===== config.mk =====
export PLATFORM = sky130hd
export DESIGN_NAME = qsbs_ram
export DESIGN_NICKNAME = d
export VERILOG_FILES = /design/src/qsbs_ram.sv
export SDC_FILE = /design/constraint.sdc
export NUM_CORES = 2
export LEC_CHECK = 0
export BUFFER_PORTS_ARGS = -buffer_cell sky130_fd_sc_hd__buf_4
export CAP_MARGIN = 20
export CORE_MARGIN = 3
export CORE_UTILIZATION = 45
export DETAILED_ROUTE_END_ITERATION = 10
export SYNTH_ARGS = -nofsm -noshare
export SYNTH_HDL_FRONTEND = slang
export SYNTH_SLANG_ARGS = --single-unit

===== constraint.sdc =====
create_clock -name clk -period 5 [get_ports clk]
set_input_delay 1 -clock clk [delete_from_list [all_inputs] [get_ports clk]]
set_output_delay 1 -clock clk [all_outputs]
set_load 0.1 [all_outputs]

===== src/qsbs_ram.sv =====
`timescale 1ns / 1ps
// ----------------------------------------------------------------------------
// qsbs_ram
// single port ram with registered read
// ----------------------------------------------------------------------------
module qsbs_ram #(
  parameter int unsigned WIDTH = 32,
  parameter int unsigned DEPTH = 64
) (
  input  logic clk,
  input  logic we,
  input  logic [$clog2(DEPTH)-1:0] addr,
  input  logic [WIDTH-1:0] wdata,
  output logic [WIDTH-1:0] rdata
);
  logic [WIDTH-1:0] mem [DEPTH];
  always_ff @(posedge clk) begin
    if (we) begin
      mem[addr] <= wdata;
    end
    rdata <= mem[addr];
  end
endmodule


Word-level counts from Yosys, hierarchy flattened
Memories as Yosys holds them, arrays and structs flattened. A register that Yosys moved wholly into a read port is not among the register bits.
Cells that the tools add are included.
{"block": "totals", "ff_bits": 0, "ramBits": 2048, "wordCells": 3, "memories": 1}
{"memory": "mem", "depth": 64, "word_bits": 32, "rd": 1, "rd_ports_with_merged_regs": 1, "write_ports": 1, "line_no": "16", "rtl": "logic [WIDTH-1:0] mem [DEPTH];"}
{"block": "classes", "n_mux": 2}
{"op": "$mux W1", "count": 2}

Depth between registers and ports, before layout
{"block": "depth", "depth_word": 2, "mapped_depth": 13, "depth_no_buf": 6}

Worst setup path before layout
No wires, ideal clock.
{"block": "synth_timing", "path_type": "input to register", "from": "input addr[2]", "to": "memory mem[15][0] (enable)", "arrival_ps": 3818, "slack_ps": 761, "stages": 8, "path_cell_list": "buf_2 -> buf_2 -> buf_2 -> buf_2 -> buf_2 -> buf_2 -> nand3_1 -> nor2_1"}
{"element": "start, declared", "line_no": "12", "rtl": "input logic [$clog2(DEPTH)-1:0] addr,"}
{"element": "end, declared", "line_no": "16"}
Straight into the memory's write port.

==> run metrics <==
largest net degree at the start of global routing=100; Crit-path slowest cell=and2_2; critical path class=primary input to flip-flop; Syn Nets=4279; worst r2r path cells=5; max-slew violation count=0; sequential share of the synthesized area=roughly 80%; synth unique cells=56; Leakage=29.1 nW; die area=between 150000 and 200000 sq um; # setup viols final=0; placed inst area=around 84000 sq um; GR Util All Layers=23.7%; Post-synth EDFFs=slightly above 2000; Crit path largest cell delay=about 550 ps; Core Footprint=174000 sq um; # rows=~150; crit path buf inv count=2; Mapped Area=just under 80000 sq um; Slew headroom=~28%; Top delay family on crit path=simple AND/OR/NAND/NOR gates; Worst R2R Setup Slack=between 2000 and 2500 ps; CTS root buf=clkbuf_16; final instance area=roughly 90000 sq um; Ports=between 70 and 80; run status=finished clean; dominant synthesized flop cell=edfxtp_1; fin nets=4504; fin crit share=between 60% and 70%; global route overflow=0; RR Startpoint=mem[23][29]$_DFFE_PP_; hold buffers post-CTS=0; Post-synth top cells=2048 x edfxtp_1, 259 x mux2i_1, 188 x a22oi_1; CP Cell Sequence=buf_8 -> and2_2 -> buf_4 -> a22oi_1 -> o22ai_1 -> o21ai_0 -> or4b_1 -> or4_1; fraction of registers with async set/reset=0%; number of buffers created by CTS=slightly above 200; RSZ-0062 raised after global routing=no; worst endpoint data arrival time=between 4000 and 5000 ps; CTS Sinks=2080; #FFs+latches synth=around 2100; most area-consuming cells after synthesis=edfxtp_1 78%, mux2i_1 3.3%, mux4_2 2.7%, mux2_2 2.1%, a221oi_1 1.9%; Final ANT Viol Nets=0; TritonRoute pass-1 iters=9; Worst setup SP type=primary input; post-DR vias/cell=6.15; synthesis-to-finish area growth=14.6%; Post-CTS Setup Inserts=0; DRC errors left=0; I/O Buffers=between 70 and 80; max-cap violations=0; Worst Hold Endpoint=rdata[25]$_DFF_P_; DIE HEIGHT=~420 microns; H-tree depth=4; via count=between 40000 and 50000; clk slew on worst S/H paths=60 ps; post-CTS sizing=0; Hold WC Path Type=flip-flop to flip-flop; post-synth top area share=roughly 78%; CP max FO=approximately 60; RR Endpoint=rdata[29]$_DFF_P_; synth warn=0; drt wl/cell=just over 30 microns; DRT iter0 DRCs=~5000; layout cells sized above 1=between 10% and 20%; synthesized area per cell=18.6 sq um; die extent in x=~420 microns; count leader, synth=edfxtp_1; Tmin final=between 3000 and 4000 ps; first-pass GRT wire length=roughly 310 mm; vias in the first global route=41900; deepest clock path buffer count=3; routed wire length=between 200 and 250 mm; gp weighted congestion=0.845; initial core utilization=45.4%; Worst Hold Launch=mem[32][25]$_DFFE_PP_; Worst Skew=42.5 ps; area leader, netlist=edfxtp_1; Peak VDD IR=396 uV; Worst Tran Pin Value=roughly 1100 ps; TritonCTS clock tree=built; Worst Setup End Kind=flip-flop; WP data required=approximately 5700 ps; Post-Synthesis Cells=roughly 4200; Detailed Place HPWL=~130 mm; Setup TNS Final=0 ps; fmax=between 300 and 400 MHz; Final Hold Vio Count=0; Skew-Pair Late Insertion Delay=between 800 and 900 ps; Hold Path Depth=3; initial antenna violation count=2; Power Dens Cells=404 nW/um^2
## where the power goes
group          switching, mW  internal [mW]  total, mW
Clock                   6.40           8.56       15.0
Combinational           1.55          0.622       2.17
Sequential            0.0996           19.3       19.4
Total                   8.05           28.5       36.5
## area by class of cell
class                      instances  area (sq um)
antenna                            3          7.51
clock buffer                     270          5480
clock inverter                   102          1010
fill                           13700         83500
inverter                           2          15.0
multi-input combinational       1859         16000
sequential                      2080         62100
tap                             2325          2910
timing repair buffer             317          2870
## worst max path at each step
stage             from              endpoint  slack (ps)  depth (start not counted)
4_1_cts        addr[0]     rdata[13]$_DFF_P_        1780                          7
3_5_place_dp   addr[0]     rdata[13]$_DFF_P_         880                          7
6_report       addr[0]      rdata[3]$_DFF_P_        1680                          8
5_1_grt        addr[0]     rdata[24]$_DFF_P_        1540                          9
3_3_place_gp   addr[0]     rdata[13]$_DFF_P_         890                          7
2_1_floorplan  addr[2]  mem[15][0]$_DFFE_PP_         760                          8
## per-layer routing
metal / track usage [%] / vias up / routed length [microns]
met3: 3.31 / 318 / 14800
met4: 7.56 / 0 / 6790
met1: 33.5 / 22500 / 89700
li1: - / 18100 / -
met5: 0 / - / 0
met2: 38.3 / 1799 / 104000
## metrics by stage
stage | worst slack, ps | hold WS [ps] | util (%) | power, mW | cells
floorplan | 761 | 564 | - | 20.9 | 4239
global placement | 894 | 596 | 48.3 | 21.9 | 6583
detailed placement | 882 | 608 | 48.3 | 22.0 | 6583
CTS | 1780 | 621 | 52.0 | 36.8 | 6955
global route | 1540 | 684 | 52.0 | 37.6 | 6955
finish | 1680 | 622 | 52.0 | 36.5 | 6958
## cell families after synthesis
| kind of cell | Yosys count | share of synthesized area [%] |
|---|---|---|
| flops | 2080 | 78.7 |
| simple gates | 424 | 2.81 |
| mux | 502 | 8.12 |
| buf+inv | 300 | 1.68 |
| compound gates | 933 | 8.66 |
## registers in the layout (all words and copies together), names as in the netlist
register  count
mem        2048
rdata        32
## cells in the final DEF, fill, tap and decap left out, drive strengths merged, types with 15 or more instances in the layout
cell type / netlist / routed
a22oi: 188 / 188
a211oi: 17 / 17
a22o: 66 / 66
o2bb2ai: 15 / 15
nand3: 54 / 54
clkbuf: 169 / 270
bufinv: 0 / 17
o21ai: 85 / 85
a221oi: 175 / 175
edfxtp: 2048 / 2048
nand2: 28 / 28
o22ai: 93 / 93
or4: 15 / 15
a2111oi: 15 / 15
o22a: 70 / 70
a21oi: 121 / 121
a222oi: 16 / 16
dfxtp: 32 / 32
mux4: 96 / 96
mux2i: 259 / 259
and3: 85 / 85
a31oi: 43 / 43
buf: 129 / 317
mux2: 147 / 147
nand2b: 18 / 18
nor3: 22 / 22
clkinv: 0 / 73
nor2: 145 / 145
a221o: 15 / 15
## tightest hold or removal path: cells and delay by family (launching register included)
family	cells	cell delay (ps)
DFF	1	320
AOI/OAI and AO/OA	2	180
and+or+nand+nor	1	100
Power figures use the tool's default switching activity.
